File: src/hdl/lphf_pkg.sv
// ---------------------------------------------------------------------------
// lphf_pkg - shared definitions of the ladder low-pass / high-pass filter
// Fixed-point formats, constants, the sequencer states and the status
// group that the serial arithmetic units report to the sequencer.
// ---------------------------------------------------------------------------
package lphf_pkg;

  // default sample width, Q3.(SAMPLE_BITS-4)
  localparam int SAMPLE_BITS_DEF = 24;

  // state format Q5.26
  localparam int STATE_W    = 32;
  localparam int STATE_FRAC = 26;
  // the sample is shifted by this minus its width to land on the state binary point
  localparam int SAMPLE_ALIGN = STATE_FRAC + 4;

  // control fields, Q0.16
  localparam int CTRL_W    = 16;
  localparam int CTRL_FRAC = 16;

  // cutoff and sample rate
  localparam int CUT_W  = 17;
  localparam int RATE_W = 18;
  localparam logic [RATE_W-1:0] RATE_RESET = 18'd48000;

  // coefficient, unsigned Q2.28, saturating at 2^30-1
  localparam int COEF_W    = 30;
  localparam int COEF_FRAC = 28;
  // 2*pi*0.67 in Q32
  localparam logic [35:0] K_Q32 = 36'd18080670524;
  // quotient bits dropped below the coefficient
  localparam int DIV_SH = 32 - COEF_FRAC;

  // feedback clamp, 3.0 in Q5.26
  localparam logic signed [STATE_W-1:0] FB_LIMIT = 32'sd201326592;

  // drive gain 1 + 3*drive, 18 bits unsigned
  localparam int GAIN_W = CTRL_W + 2;

  // shared serial multiplier: signed multiplicand, unsigned multiplier
  localparam int MUL_AW = 36;
  localparam int MUL_BW = 30;
  localparam int MUL_PW = MUL_AW + MUL_BW;

  // configuration port
  localparam int CFG_AW = 3;
  localparam int CFG_DW = 32;
  localparam logic REG_RATE = 1'b0;

  // sequencer states
  typedef enum logic [2:0] {
    ST_IDLE,
    ST_KMUL,
    ST_RES,
    ST_GAIN,
    ST_MIX,
    ST_DIVW,
    ST_STAGE,
    ST_OUT
  } lphf_state_t;

  // status of a serial unit
  typedef struct packed {
    logic busy;
    logic done;
  } lphf_stat_t;

endpackage

File: src/hdl/lphf_sermul.sv
// ---------------------------------------------------------------------------
// lphf_sermul - radix-4 digit-serial multiplier
// Signed multiplicand times unsigned multiplier, two multiplier bits per
// cycle, least significant digit first. The accumulator shifts right so the
// adder stays only a little wider than the multiplicand.
// ---------------------------------------------------------------------------
module lphf_sermul
  import lphf_pkg::*;
#(
  parameter int AW = MUL_AW,
  parameter int BW = MUL_BW
) (
  input  logic                           clk,
  input  logic                           rst_n,
  input  logic                           start,
  input  logic signed [AW-1:0]           a_in,
  input  logic        [BW-1:0]           b_in,
  output logic signed [AW+2*((BW+1)/2)-1:0] prod,
  output lphf_stat_t                     stat
);

  localparam int NSTEP = (BW + 1) / 2;
  localparam int LW    = 2 * NSTEP;
  localparam int CW    = (NSTEP > 1) ? $clog2(NSTEP) : 1;
  localparam logic [CW-1:0] LAST = CW'(NSTEP - 1);

  logic signed [AW-1:0]   a_r;
  logic        [LW-1:0]   b_r;
  logic signed [AW-1:0]   acc_r, acc_nxt;
  logic        [LW-1:0]   lo_r, lo_nxt;
  logic        [CW-1:0]   cnt_r;
  logic                   busy_r, done_r;
  logic signed [AW+1:0]   pp, sum;

  // partial product of one digit
  always_comb begin
    pp = '0;
    if (b_r[0]) pp = pp + {{2{a_r[AW-1]}}, a_r};
    if (b_r[1]) pp = pp + {a_r[AW-1], a_r, 1'b0};
    sum     = {{2{acc_r[AW-1]}}, acc_r} + pp;
    acc_nxt = sum[AW+1:2];
    lo_nxt  = {sum[1:0], lo_r[LW-1:2]};
  end

  // control
  always_ff @(posedge clk) begin
    if (!rst_n) begin
      busy_r <= 1'b0;
      done_r <= 1'b0;
      cnt_r  <= '0;
    end else begin
      done_r <= 1'b0;
      if (start) begin
        busy_r <= 1'b1;
        cnt_r  <= '0;
      end else if (busy_r) begin
        cnt_r <= cnt_r + 1'b1;
        if (cnt_r == LAST) begin
          busy_r <= 1'b0;
          done_r <= 1'b1;
        end
      end
    end
  end

  // datapath
  always_ff @(posedge clk) begin
    if (start) begin
      a_r   <= a_in;
      b_r   <= LW'(b_in);
      acc_r <= '0;
      lo_r  <= '0;
    end else if (busy_r) begin
      acc_r <= acc_nxt;
      lo_r  <= lo_nxt;
      b_r   <= b_r >> 2;
    end
  end

  assign prod = $signed({acc_r, lo_r});
  assign stat = '{busy: busy_r, done: done_r};

endmodule

File: src/hdl/lphf_serdiv.sv
// ---------------------------------------------------------------------------
// lphf_serdiv - bit-serial restoring divider for the cutoff coefficient
// Divides a dividend given as a high part and a low part by an unsigned
// divisor, one quotient bit per cycle. When the high part already reaches
// the divisor the quotient would overflow and the result saturates at once.
// ---------------------------------------------------------------------------
module lphf_serdiv
  import lphf_pkg::*;
#(
  parameter int QW = COEF_W,
  parameter int DW = RATE_W
) (
  input  logic          clk,
  input  logic          rst_n,
  input  logic          start,
  input  logic [DW-1:0] num_hi,
  input  logic [QW-1:0] num_lo,
  input  logic [DW-1:0] den,
  output logic [QW-1:0] quo,
  output lphf_stat_t    stat
);

  localparam int CW = (QW > 1) ? $clog2(QW) : 1;
  localparam logic [CW-1:0] LAST = CW'(QW - 1);

  logic [DW-1:0] den_r;
  logic [DW-1:0] rem_r, rem_nxt;
  logic [QW-1:0] sh_r;
  logic [CW-1:0] cnt_r;
  logic          busy_r, done_r;
  logic [DW:0]   trial, diff;
  logic          ge;

  // one restoring step
  always_comb begin
    trial   = {rem_r, sh_r[QW-1]};
    diff    = trial - {1'b0, den_r};
    ge      = (trial >= {1'b0, den_r});
    rem_nxt = ge ? diff[DW-1:0] : trial[DW-1:0];
  end

  // control
  always_ff @(posedge clk) begin
    if (!rst_n) begin
      busy_r <= 1'b0;
      done_r <= 1'b0;
      cnt_r  <= '0;
    end else begin
      done_r <= 1'b0;
      if (start) begin
        cnt_r <= '0;
        if (num_hi >= den) begin
          busy_r <= 1'b0;
          done_r <= 1'b1;
        end else begin
          busy_r <= 1'b1;
        end
      end else if (busy_r) begin
        cnt_r <= cnt_r + 1'b1;
        if (cnt_r == LAST) begin
          busy_r <= 1'b0;
          done_r <= 1'b1;
        end
      end
    end
  end

  // remainder and dividend / quotient shift register
  always_ff @(posedge clk) begin
    if (start) begin
      den_r <= den;
      rem_r <= num_hi;
      sh_r  <= (num_hi >= den) ? {QW{1'b1}} : num_lo;
    end else if (busy_r) begin
      rem_r <= rem_nxt;
      sh_r  <= {sh_r[QW-2:0], ge};
    end
  end

  assign quo  = sh_r;
  assign stat = '{busy: busy_r, done: done_r};

endmodule

File: src/hdl/ladder_lowpass_highpass_filter_unit.sv
// ---------------------------------------------------------------------------
// ladder_lowpass_highpass_filter_unit - four-pole ladder filter, one channel
// Takes one sample with its cutoff, resonance, drive and blend per item and
// returns one filtered, saturated sample.
// ---------------------------------------------------------------------------
// One item at a time: an accepted sample yields its result and the next
// item is taken in the cycle after that result is loaded into the output
// register. The sequence runs on the shared radix-4 serial multiplier,
// which runs eight products one after another (cutoff scaling, feedback,
// drive, blend and the four one-pole stages); the coefficient division
// runs beside the feedback and drive products. The sample rate register at
// byte address 0 is written while no item is in flight: the user must keep
// to this, the block itself does not enforce it. It reads back on cfg_prdata.
// ---------------------------------------------------------------------------
module ladder_lowpass_highpass_filter_unit
  import lphf_pkg::*;
#(
  parameter int SAMPLE_BITS = SAMPLE_BITS_DEF
) (
  input  logic                      clk,
  input  logic                      rst_n,
  // input items
  input  logic                      in_tvalid,
  output logic                      in_tready,
  // sample_in, cutoff_hz, resonance, drive_amount, highpass_mix, zero pad
  input  logic [((SAMPLE_BITS+CUT_W+3*CTRL_W+7)/8)*8-1:0] in_tdata,
  // result items
  output logic                      out_tvalid,
  input  logic                      out_tready,
  // sample_out, zero pad
  output logic [((SAMPLE_BITS+7)/8)*8-1:0] out_tdata,
  // configuration
  input  logic                      cfg_psel,
  input  logic                      cfg_penable,
  input  logic                      cfg_pwrite,
  input  logic [CFG_AW-1:0]         cfg_paddr,
  input  logic [CFG_DW-1:0]         cfg_pwdata,
  output logic [CFG_DW-1:0]         cfg_prdata,
  output logic                      cfg_pready
);

  localparam int OUT_W  = ((SAMPLE_BITS + 7) / 8) * 8;
  localparam int CUT_LO = SAMPLE_BITS;
  localparam int RES_LO = CUT_LO + CUT_W;
  localparam int DRV_LO = RES_LO + CTRL_W;
  localparam int MIX_LO = DRV_LO + CTRL_W;
  localparam int XW     = STATE_W + 2;
  localparam int YW     = STATE_W + 4;
  localparam int UP_SH  = (SAMPLE_BITS <= SAMPLE_ALIGN) ? SAMPLE_ALIGN - SAMPLE_BITS : 0;
  localparam int DN_SH  = (SAMPLE_BITS > SAMPLE_ALIGN) ? SAMPLE_BITS - SAMPLE_ALIGN : 0;

  localparam logic signed [MUL_PW-1:0] ST_HI =
    {{(MUL_PW-STATE_W+1){1'b0}}, {(STATE_W-1){1'b1}}};
  localparam logic signed [MUL_PW-1:0] ST_LO = ~ST_HI;
  localparam logic signed [YW-1:0] OUT_HI =
    {{(YW-SAMPLE_BITS+1){1'b0}}, {(SAMPLE_BITS-1){1'b1}}};
  localparam logic signed [YW-1:0] OUT_LO = ~OUT_HI;

  // saturate a wide product result to the state range
  function automatic logic signed [STATE_W-1:0] sat_st(input logic signed [MUL_PW-1:0] v);
    logic signed [MUL_PW-1:0] t;
    t = v;
    if (t > ST_HI) t = ST_HI;
    else if (t < ST_LO) t = ST_LO;
    return t[STATE_W-1:0];
  endfunction

  lphf_state_t state_r, state_nxt;

  logic [RATE_W-1:0]             rate_r;
  logic [SAMPLE_BITS-1:0]        x_r;
  logic [CUT_W-1:0]              cut_r;
  logic [CTRL_W-1:0]             res_r, drv_amt_r, mix_r;
  logic signed [STATE_W-1:0]     stage_r [4];
  logic signed [STATE_W-1:0]     fbt_r, prev_r, mixt_r;
  logic [1:0]                    idx_r;
  logic                          mul_run_r;
  logic [SAMPLE_BITS-1:0]        out_data_r;
  logic                          out_valid_r;

  logic                          in_fire, cfg_wr;
  logic                          mul_start, mul_state, div_start;
  logic signed [MUL_AW-1:0]      mul_a;
  logic [MUL_BW-1:0]             mul_b;
  logic signed [MUL_PW-1:0]      mul_prod, prod_sh16, prod_sh28, st_sum;
  lphf_stat_t                    mul_st, div_st;
  logic [COEF_W-1:0]             coef;
  logic signed [XW-1:0]          xw, xs_w;
  logic signed [STATE_W-1:0]     xs, fb, st_new, drv_new;
  logic [STATE_W:0]              d_gain, d_stage, y33;
  logic [GAIN_W-1:0]             gain;
  logic signed [YW-1:0]          y_w, y_al, y_sat;
  logic                          out_load;

  assign in_fire = in_tvalid && in_tready;
  assign cfg_wr  = cfg_psel && cfg_penable && cfg_pwrite && cfg_pready;

  // sample into the state format
  always_comb begin
    xw   = $signed({{(XW-SAMPLE_BITS){x_r[SAMPLE_BITS-1]}}, x_r});
    xs_w = (xw <<< UP_SH) >>> DN_SH;
    xs   = xs_w[STATE_W-1:0];
  end

  // clamped feedback and drive gain
  always_comb begin
    if (stage_r[3] > FB_LIMIT) fb = FB_LIMIT;
    else if (stage_r[3] < -FB_LIMIT) fb = -FB_LIMIT;
    else fb = stage_r[3];
    gain    = (GAIN_W'(1) << CTRL_FRAC) + GAIN_W'(drv_amt_r) * GAIN_W'(3);
    d_gain  = {xs[STATE_W-1], xs} - {fbt_r[STATE_W-1], fbt_r};
    d_stage = {prev_r[STATE_W-1], prev_r} - {stage_r[0][STATE_W-1], stage_r[0]};
  end

  // multiplier operand selection
  always_comb begin
    mul_state = 1'b1;
    unique case (state_r)
      ST_KMUL: begin
        mul_a = $signed(K_Q32);
        mul_b = MUL_BW'(cut_r);
      end
      ST_RES: begin
        mul_a = $signed({{(MUL_AW-STATE_W){fb[STATE_W-1]}}, fb});
        mul_b = MUL_BW'(res_r);
      end
      ST_GAIN: begin
        mul_a = $signed({{(MUL_AW-STATE_W-1){d_gain[STATE_W]}}, d_gain});
        mul_b = MUL_BW'(gain);
      end
      ST_MIX: begin
        mul_a = $signed({{(MUL_AW-STATE_W){xs[STATE_W-1]}}, xs});
        mul_b = MUL_BW'(mix_r);
      end
      ST_STAGE: begin
        mul_a = $signed({{(MUL_AW-STATE_W-1){d_stage[STATE_W]}}, d_stage});
        mul_b = MUL_BW'(coef);
      end
      default: begin
        mul_state = 1'b0;
        mul_a     = '0;
        mul_b     = '0;
      end
    endcase
  end

  assign mul_start = mul_state && !mul_run_r;
  assign div_start = (state_r == ST_KMUL) && mul_st.done;

  lphf_sermul #(
    .AW (MUL_AW),
    .BW (MUL_BW)
  ) u_mul (
    .clk   (clk),
    .rst_n (rst_n),
    .start (mul_start),
    .a_in  (mul_a),
    .b_in  (mul_b),
    .prod  (mul_prod),
    .stat  (mul_st)
  );

  lphf_serdiv #(
    .QW (COEF_W),
    .DW (RATE_W)
  ) u_div (
    .clk    (clk),
    .rst_n  (rst_n),
    .start  (div_start),
    .num_hi (mul_prod[DIV_SH+COEF_W+RATE_W-1:DIV_SH+COEF_W]),
    .num_lo (mul_prod[DIV_SH+COEF_W-1:DIV_SH]),
    .den    (rate_r),
    .quo    (coef),
    .stat   (div_st)
  );

  // product scaling and stage update
  always_comb begin
    prod_sh16 = mul_prod >>> CTRL_FRAC;
    prod_sh28 = mul_prod >>> COEF_FRAC;
    st_sum    = $signed({{(MUL_PW-STATE_W){stage_r[0][STATE_W-1]}}, stage_r[0]}) + prod_sh28;
    st_new    = sat_st(st_sum);
    drv_new   = sat_st(prod_sh16);
  end

  // output blend, alignment and saturation
  always_comb begin
    y33   = {prev_r[STATE_W-1], prev_r} - {mixt_r[STATE_W-1], mixt_r};
    y_w   = $signed({{(YW-STATE_W-1){y33[STATE_W]}}, y33});
    y_al  = (y_w <<< DN_SH) >>> UP_SH;
    if (y_al > OUT_HI) y_sat = OUT_HI;
    else if (y_al < OUT_LO) y_sat = OUT_LO;
    else y_sat = y_al;
    out_load = (state_r == ST_OUT) && (!out_valid_r || out_tready);
  end

  // next state
  always_comb begin
    state_nxt = state_r;
    unique case (state_r)
      ST_IDLE:  if (in_fire) state_nxt = ST_KMUL;
      ST_KMUL:  if (mul_st.done) state_nxt = ST_RES;
      ST_RES:   if (mul_st.done) state_nxt = ST_GAIN;
      ST_GAIN:  if (mul_st.done) state_nxt = ST_MIX;
      ST_MIX:   if (mul_st.done) state_nxt = ST_DIVW;
      ST_DIVW:  if (!div_st.busy) state_nxt = ST_STAGE;
      ST_STAGE: if (mul_st.done && idx_r == 2'd3) state_nxt = ST_OUT;
      ST_OUT:   if (out_load) state_nxt = ST_IDLE;
      default:  state_nxt = ST_IDLE;
    endcase
  end

  // state register
  always_ff @(posedge clk) begin
    if (!rst_n) begin
      state_r <= ST_IDLE;
    end else begin
      state_r <= state_nxt;
    end
  end

  // control registers and filter state
  always_ff @(posedge clk) begin
    if (!rst_n) begin
      rate_r      <= RATE_RESET;
      mul_run_r   <= 1'b0;
      idx_r       <= 2'd0;
      out_valid_r <= 1'b0;
      for (int i = 0; i < 4; i++) stage_r[i] <= '0;
    end else begin
      if (cfg_wr && cfg_paddr[2] == REG_RATE) rate_r <= cfg_pwdata[RATE_W-1:0];
      if (mul_start) mul_run_r <= 1'b1;
      else if (mul_st.done) mul_run_r <= 1'b0;
      if (state_r == ST_DIVW) idx_r <= 2'd0;
      // stages rotate through position 0, back in order after four steps
      if (state_r == ST_STAGE && mul_st.done) begin
        idx_r      <= idx_r + 2'd1;
        stage_r[0] <= stage_r[1];
        stage_r[1] <= stage_r[2];
        stage_r[2] <= stage_r[3];
        stage_r[3] <= st_new;
      end
      if (out_load) out_valid_r <= 1'b1;
      else if (out_tready) out_valid_r <= 1'b0;
    end
  end

  // item capture and intermediate results
  always_ff @(posedge clk) begin
    if (in_fire) begin
      x_r       <= in_tdata[SAMPLE_BITS-1:0];
      cut_r     <= in_tdata[RES_LO-1:CUT_LO];
      res_r     <= in_tdata[DRV_LO-1:RES_LO];
      drv_amt_r <= in_tdata[MIX_LO-1:DRV_LO];
      mix_r     <= in_tdata[MIX_LO+CTRL_W-1:MIX_LO];
    end
    if (mul_st.done) begin
      unique case (state_r)
        ST_RES:   fbt_r  <= prod_sh16[STATE_W-1:0];
        ST_GAIN:  prev_r <= drv_new;
        ST_MIX:   mixt_r <= prod_sh16[STATE_W-1:0];
        ST_STAGE: prev_r <= st_new;
        default: ;
      endcase
    end
    if (out_load) out_data_r <= y_sat[SAMPLE_BITS-1:0];
  end

  assign in_tready  = (state_r == ST_IDLE);
  assign out_tvalid = out_valid_r;
  assign out_tdata  = OUT_W'(out_data_r);
  assign cfg_pready = 1'b1;
  assign cfg_prdata = (cfg_paddr[2] == REG_RATE) ? CFG_DW'(rate_r) : '0;

  // an accepted item always starts with the cutoff product
  a_fire_kmul: assert property (@(posedge clk) disable iff (!rst_n)
    in_fire |=> (state_r == ST_KMUL))
    else $error("item accepted without starting the cutoff product");

  // the stages never start before the coefficient is ready
  a_coef_ready: assert property (@(posedge clk) disable iff (!rst_n)
    (state_r == ST_STAGE) |-> !div_st.busy)
    else $error("stage update running while the divider is busy");

  // the divider only finishes within the item sequence
  a_div_done: assert property (@(posedge clk) disable iff (!rst_n)
    div_st.done |-> (state_r == ST_RES || state_r == ST_GAIN || state_r == ST_MIX ||
                     state_r == ST_DIVW))
    else $error("divider finished outside the item sequence");

  // a result appears only from the output state
  a_out_src: assert property (@(posedge clk) disable iff (!rst_n)
    $rose(out_valid_r) |-> ($past(state_r) == ST_OUT))
    else $error("result raised outside the output state");

endmodule
File: config.mk
export PLATFORM = sky130hd
export DESIGN_NAME = ladder_lowpass_highpass_filter_unit
export DESIGN_NICKNAME = d
export VERILOG_FILES = /design/src/hdl/lphf_pkg.sv /design/src/hdl/lphf_sermul.sv /design/src/hdl/lphf_serdiv.sv /design/src/hdl/ladder_lowpass_highpass_filter_unit.sv
export SDC_FILE = /design/constraint.sdc
export NUM_CORES = 1
export LEC_CHECK = 0
export BUFFER_PORTS_ARGS = -buffer_cell sky130_fd_sc_hd__buf_2
export CAP_MARGIN = 20
export CORE_MARGIN = 4
export CORE_UTILIZATION = 35
export CTS_CLUSTER_DIAMETER = 50
export DETAILED_ROUTE_END_ITERATION = 12
export PLACE_DENSITY = 0.51
export SETUP_SLACK_MARGIN = 0.5
export SLEW_MARGIN = 40
export SYNTH_ARGS = -nofsm -noshare
export SYNTH_HDL_FRONTEND = slang
export SYNTH_SLANG_ARGS = --single-unit
File: constraint.sdc
create_clock -name clk -period 10.69 [get_ports clk]
set_clock_uncertainty 0.1 [all_clocks]
set_input_delay 2.138 -clock clk [delete_from_list [all_inputs] [get_ports clk]]
set_output_delay 2.138 -clock clk [all_outputs]
set_load 0.1 [all_outputs]
==> impl_metrics.env, run 1 <==
export IMPL_synth_ff_type="edfxtp_1"
export IMPL_cts_tree="yes"
export IMPL_area_growth_pct=15.6
export IMPL_dr_pass1_iters=6
export IMPL_grt_pass1_wl_um=163000
export IMPL_synthSimpleGateAreaFrac_pct=14.1
export IMPL_finalSetupViolCount=0
export IMPL_n_antenna_cell=0
export IMPL_power_frac_seq_pct=30.4
export IMPL_cts_hold_buf=0
export IMPL_pre_cts_slack_ns=4.10
export IMPL_ir_drop_uv=153
export IMPL_synth_fa_ha_area_share_pct=9.85
export IMPL_comb_power_share_pct=40.7
export IMPL_clock_latency_ns=0.67
export IMPL_cts_root_buffer="clkbuf_16"
export IMPL_outcome="complete, no violations"
export IMPL_rsz0062_at_grt="false"
export IMPL_grt_pass1_vias=26000
export IMPL_drc=0
export IMPL_grt_max_degree=84
export IMPL_io_pins=197
export IMPL_numCtsBuffers=92
export IMPL_io_buffers=158
export IMPL_num_rows=116
export IMPL_switching_share_pct=39.6
export IMPL_critPathRequiredTime_ns=11.11
export IMPL_yosysWarningCount=0
export IMPL_antenna_found_initial=7
export IMPL_synth_compound_area_share_pct=18.4
export IMPL_htree_levels=3
export IMPL_slew_headroom_pct=41.8
export IMPL_critPathTopFamily="compound AO/OA/AOI/OAI gates"
export IMPL_die_area_um2=106000
export IMPL_drtAntennaViolNets=0
export IMPL_syn_area_um2=35200
export IMPL_grt_overflow_total=0
export IMPL_worstMarginPinSlew_ns=0.851
export IMPL_maxCapViolCount=0
export IMPL_groute_usage_overall_pct=20.1
export IMPL_finalCriticalPeriod_ns=6.56
export IMPL_synth_async_reset_ratio_pct=0
export IMPL_finalCritPeriodShare_pct=61.4
export IMPL_synth_xor_area_share_pct=5.17
export IMPL_layout_drive_gt1_share_pct=13.3
export IMPL_core_um2=100000
export IMPL_slowest_stage="o32ai_1"
export IMPL_clkPwrFrac_pct=28.9
export IMPL_critPathLaunchType="flop"
export IMPL_intPower_mw=6.29
export IMPL_num_vias=27200
export IMPL_synth_edf_count=467
export IMPL_setup_ws_ns=4.13
export IMPL_powerDensity_nw_per_um2=256
export IMPL_yosys_area_top_type="edfxtp_1"
export IMPL_start_util_pct=35.2
export IMPL_die_x_um=325
export IMPL_fillers=9812
export IMPL_nets=4056
export IMPL_cts_buffer_depth=3
export IMPL_p_sw_mw=4.13
export IMPL_fmax_mhz=152
export IMPL_ys_ff_latch=566
export IMPL_synth_cell_types=105
export IMPL_synth_top_family_by_area="compound AO/OA/AOI/OAI gates"
export IMPL_critPathArrivalTime_ns=6.98
export IMPL_synth_area_mux_share_pct=2.80
export IMPL_synth_top_area_share_pct=39.8
export IMPL_p_leak_nw=16.7
export IMPL_syn_inst=3481
export IMPL_via_per_inst=5.40
export IMPL_drtIter0Drc=2364
export IMPL_endpoint_kind="flop"
export IMPL_slew_viol_final=0
export IMPL_path_class="flop to flop"
export IMPL_cp_max_fo=30
export IMPL_clk_pin_slew_ns=0.05
export IMPL_wl_um=109000
export IMPL_place_gp_congestion=0.909
export IMPL_synthTopCellsByArea="edfxtp_1 40%, ha_1 9.5%, dfxtp_1 5.6%"
export IMPL_cpMostUsedCell="a21o_1"
export IMPL_cts_setup_buffers=0
export IMPL_hp_class="flop to flop"
export IMPL_wire_per_inst_um=21.6
export IMPL_dp_hpwl_um=80700
export IMPL_max_stage_delay_ns=0.47
export IMPL_syn_area_per_cell_um2=10.1
export IMPL_cts_sinks=566
export IMPL_ctsResizeCount=0
export IMPL_crit_buf_inv=2
export IMPL_hold_viol_final=0
export IMPL_die_h_um=325
export IMPL_finalSetupTns_ns=0
export IMPL_synth_seq_area_share_pct=45.5
## sequential cells by signal (all words and copies together), names as in the netlist, 2 cells and up
register     cells
u_div.quo       30
mixt_r          32
state_r          3
stage_r        128
x_r             24
u_div.cnt_r      5
u_mul.a_r       34
cut_r           17
prev_r          32
u_mul.lo_r      26
out_tdata       24
u_div.den_r     18
fbt_r           32
u_div.rem_r     18
mix_r           16
res_r           16
u_mul.cnt_r      4
idx_r            2
rate_r          18
u_mul.b_r       30
drv_amt_r       16
u_mul.acc_r     36
## layout make-up
cell class | count | area, um^2 | area share [%]
clock buffer | 112 | 2470 | 6.07
clock inverter | 62 | 644 | 1.58
inverter | 201 | 757 | 1.86
multi-input combinational | 2563 | 17900 | 43.9
sequential | 566 | 16000 | 39.3
tap | 1298 | 1620 | 3.99
timing repair buffer | 222 | 1320 | 3.25
## worst reg2reg max path, cell delays in order (launching register included)
cell	delay, ns
edfxtp_1	0.35
buf_4	0.23
inv_1	0.36
nor2_1	0.17
ha_1	0.31
a21oi_1	0.06
maj3_1	0.40
o32ai_1	0.47
a21oi_1	0.25
o21ai_1	0.27
nand2_1	0.13
maj3_1	0.38
a22o_1	0.18
nand2_1	0.07
xor2_1	0.15
ha_1	0.31
a21o_1	0.19
a21o_1	0.19
a21o_1	0.18
a221oi_2	0.34
nor2_1	0.13
nor2_2	0.23
o311ai_1	0.18
o41a_1	0.37
a31oi_1	0.21
xor2_1	0.17
o21ai_1	0.07
## Yosys cell counts (all sizes together), types with 57 or more instances
library cell,number
edfxtp,467
a21oi,312
nand2,283
ha,266
nor2,262
inv,200
o21ai,147
and2,131
xnor2,121
clkbuf,107
a21o,100
dfxtp,99
nand3,89
xor2,86
mux2i,68
buf,57
## per-layer routing
layer	track usage (%)	routed length, um	up-vias
met5	0	0	-
met4	4.98	2280	0
met3	4.30	7570	157
met2	30.5	46900	784
met1	29.2	51900	13100
li1	-	-	13100
## power groups by stage
stage	registers (mW)	logic [mW]	clock network (mW)
2_1_floorplan	3.07	3.10	0
3_3_place_gp	3.21	4.16	0
3_5_place_dp	3.21	4.19	0
4_1_cts	3.17	4.21	3.08
5_1_grt	3.20	4.68	3.18
6_report	3.17	4.23	3.01
## cell usage in the layout, fill, tap and decap left out, types with 25 or more instances in the layout
cell type	n
mux2_2	27
xnor2_1	119
dfxtp_1	97
nor3_1	44
o21a_1	30
nand2_1	281
inv_1	198
buf_2	160
mux2i_1	68
a21o_1	98
ha_1	266
buf_4	57
nand4_1	28
nor2_1	256
a21oi_1	309
o22a_1	30
clkbuf_16	94
nand3_1	88
nand2b_1	36
o211ai_1	25
a211oi_1	27
and2_1	129
edfxtp_1	467
o21bai_1	29
a221oi_1	27
o21ai_0	109
xor2_1	85
nor2b_1	41
a31oi_1	26
and3_1	25
## metrics by stage
step           power [mW]  cell area (um^2)  std cells  util [%]  hold WS [ns]
2_1_floorplan        6.18             35300       3494         -         0.308
3_3_place_gp         7.37             37500       4844      37.5         0.315
3_5_place_dp         7.39             37500       4847      37.5         0.316
4_1_cts              10.5             40600       5021      40.6         0.334
5_1_grt              11.1             40700       5024      40.7         0.345
6_report             10.4             40700       5024      40.7         0.333
## cell families after synthesis
kind of cell | after synthesis
buf+inv | 365
flops | 566
other cells | 2
compound gates | 954
mux | 95
simple gates | 1018
fa+ha+maj | 274
xor+xnor | 207
## path summary, 6_finish.rpt
path | slack, ns | start | depth (start not counted) | to
max | 4.13 | u_mul.b_r[0]$_DFFE_PP_ | 26 | u_mul.acc_r[34]$_SDFFE_PP0P_
min reg2reg | 0.33 | rate_r[9]$_SDFFE_PN1P_ | 0 | u_div.den_r[9]$_DFFE_PP_
min | 0.33 | rate_r[9]$_SDFFE_PN1P_ | 0 | u_div.den_r[9]$_DFFE_PP_
max reg2reg | 4.13 | u_mul.b_r[0]$_DFFE_PP_ | 26 | u_mul.acc_r[34]$_SDFFE_PP0P_
Power figures use the tool's default switching activity.
==> run 2: changes to the inputs <==
- ABC_AREA: default -> 1
- PLACE_DENSITY: 0.51 -> 0.52
- clock period: 10.69 -> 6 ns (I/O delays scaled with it)
==> run 2 against run 1 <==
Compared with the run above: global-route usage grew 3.2 points; utilization down 0.54 points; worst hold slack got worse by 0.0053 ns.
==> impl_metrics.env, run 2 <==
export IMPL_outcome="complete, no violations"
export IMPL_cts_tree="yes"
export IMPL_die_h_um=338
export IMPL_hold_viol_final=0
export IMPL_synth_seq_area_share_pct=42.0
export IMPL_cpMostUsedCell="nand2_1"
export IMPL_htree_levels=3
export IMPL_slowest_stage="buf_4"
export IMPL_wire_per_inst_um=20.8
export IMPL_ctsResizeCount=0
export IMPL_post_synth_top_count_cell="nand2_1"
export IMPL_layout_drive_gt1_share_pct=8.54
export IMPL_stdcell_area_um2=43200
export IMPL_drtIter0Drc=3088
export IMPL_min_from="rate_r[10]$_SDFFE_PN0P_"
export IMPL_critPathRequiredTime_ns=6.44
export IMPL_cts_hold_buf=0
export IMPL_finalCritPeriodShare_pct=84.4
export IMPL_die_area_um2=114000
export IMPL_finalSetupTns_ns=0
export IMPL_numCtsBuffers=80
export IMPL_nets=5452
export IMPL_final_common_cell="nand2_1"
export IMPL_dp_hpwl_um=108000
export IMPL_syn_area_um2=38100
export IMPL_area_growth_pct=13.4
export IMPL_die_x_um=338
export IMPL_synth_ff_type="edfxtp_1"
export IMPL_wl_um=136000
export IMPL_largest_register_ffs=128
export IMPL_groute_usage_overall_pct=23.2
export IMPL_finalPower_mw=17.6
export IMPL_hp_class="flop to flop"
export IMPL_fmax_mhz=198
export IMPL_start_util_pct=35.4
export IMPL_mostFrequentLayoutCells="1124 x nand2_1, 717 x inv_1, 467 x edfxtp_1"
export IMPL_num_vias=34200
export IMPL_via_per_inst=5.25
export IMPL_cts_buffer_depth=3
export IMPL_grt_overflow_total=0
export IMPL_slew_viol_final=0
export IMPL_drtAntennaViolNets=0
export IMPL_cts_root_buffer="clkbuf_16"
export IMPL_synth_top_area_share_pct=36.8
export IMPL_ir_drop_uv=262
export IMPL_place_gp_congestion=0.997
export IMPL_reg2reg_from="u_mul.b_r[0]$_DFFE_PP_"
export IMPL_ys_ff_latch=566
export IMPL_synth_cell_types=60
export IMPL_finalSetupViolCount=0
export IMPL_max_stage_delay_ns=0.49
export IMPL_rsz0062_at_grt="false"
export IMPL_worstPathCellList="buf_4, nand2_1, inv_2, nor2_2, nor2_2, nand3_1, nand2_1, inv_1, o21ai_1, a21oi_1, xor2_1, o21ai_0, ha_1, nand2_1, a21oi_1, or2_2, a21oi_1, a21boi_0, o21bai_1, nand2_1, nand2_1, nand2_1, nand2_1, o21ai_0"
export IMPL_grt_pass1_wl_um=200000
export IMPL_core_um2=108000
export IMPL_worstMarginPinSlew_ns=0.952
export IMPL_powerDensity_nw_per_um2=407
export IMPL_synthTopCellsByArea="edfxtp_1 37%, nand2_1 11%, ha_1 8.7%"
export IMPL_finalCriticalPeriod_ns=5.06
export IMPL_path_class="flop to flop"
export IMPL_synth_edf_count=467
export IMPL_fillers=11200
export IMPL_maxCapViolCount=0
export IMPL_cp_max_fo=51
export IMPL_cts_sinks=566
export IMPL_yosys_area_top_type="edfxtp_1"
export IMPL_drc=0
export IMPL_placedCellCount=6363
export IMPL_dr_pass1_iters=6
export IMPL_syn_inst=4873
export IMPL_grt_pass1_vias=31600
export IMPL_clock_latency_ns=0.66
export IMPL_placed_cell_area_um2=40600
export IMPL_io_pins=197
export IMPL_regMostFlops="stage_r"
export IMPL_critPathArrivalTime_ns=5.50
export IMPL_io_buffers=158
export IMPL_clk_pin_slew_ns=0.05
export IMPL_antenna_found_initial=13
export IMPL_syn_area_per_cell_um2=7.81
export IMPL_stdcell_count=6510
export IMPL_endpoint_kind="flop"
export IMPL_yosysWarningCount=0
export IMPL_synth_async_reset_ratio_pct=0
export IMPL_slew_headroom_pct=36.2
export IMPL_grt_max_degree=90
export IMPL_top_regs="stage_r (128), u_mul.acc_r (36), u_mul.a_r (34)"
export IMPL_synth_common_cells="1129 x nand2_1, 720 x inv_1, 467 x edfxtp_1"
export IMPL_cts_setup_buffers=0
export IMPL_p_leak_nw=19.2
export IMPL_crit_start="u_mul.b_r[0]$_DFFE_PP_"
export IMPL_num_rows=120
export IMPL_critPathLaunchType="flop"
==> run 2: changes by cell type after synthesis, sizes merged, moves of 123 or more <==
cell   before   now
nor2      262   452
nand2     283  1155
inv       200   724
and2      131     2
o21ai     147   357
nand3      89   212
==> run 2: power by group <==
group | internal [mW] | switching (mW)
Combinational | 2.15 | 5.34
Clock | 2.67 | 1.92
Sequential | 4.99 | 0.506
Total | 9.81 | 7.77
==> run 2: path summary, 6_finish.rpt <==
| path | end | cells after the start | slack, ns |
|---|---|---|---|
| max reg2reg | u_mul.acc_r[31]$_SDFFE_PP0P_ | 24 | 0.94 |
| min reg2reg | u_div.den_r[10]$_DFFE_PP_ | 0 | 0.33 |
| min | u_div.den_r[10]$_DFFE_PP_ | 0 | 0.33 |
| max | u_mul.acc_r[31]$_SDFFE_PP0P_ | 24 | 0.94 |
==> run 2: logic make-up (layout without fill, tap and decap cells) <==
logic type / after synthesis / count (layout) / synth area share (%)
flops: 566 / 566 / 42.0
xor+xnor: 91 / 91 / 2.09
compound gates: 1067 / 1067 / 15.9
other cells: 2 / 17 / 0.0197
fa+ha+maj: 272 / 272 / 9.06
simple gates: 2008 / 2008 / 22.0
buf+inv: 867 / 1086 / 8.97
==> run 2: stage by stage <==
stage	hold WS [ns]	util (%)	setup slack [ns]
final	0.328	40.2	0.938
after global routing	0.337	40.2	0.512
after CTS	0.328	40.2	0.910
after detailed placement	0.315	37.7	0.962
after global placement	0.310	37.7	0.977
after floorplan	0.308	-	0.750
==> run 2: layer usage <==
layer	global-route usage, %	vias up	share of wire, %
met5	0	-	0.017
met4	6.16	4	2.9
met3	3.88	187	6.8
met2	36.8	1090	44
met1	33.0	16100	46
li1	-	16800	-
==> run 2: layout make-up <==
cell class	instances	area (um^2)	area share, %
flip-flops and latches	566	16000	37.1
repair buffers	215	1260	2.92
clock buffers	95	2120	4.91
multi-input cells	3453	18800	43.6
clock inverters	50	490	1.14
inverters	726	2730	6.31
diodes	2	5.00	0.0116
well taps	1403	1760	4.07
==> run 2: critical path, delay by kind of cell, from the launching register on <==
family          cells  cell delay, ns
compound gates      8            1.82
simple gates       11            1.34
buf+inv             3            0.70
flops               1            0.44
fa+ha+maj           1            0.38
xor+xnor            1            0.17
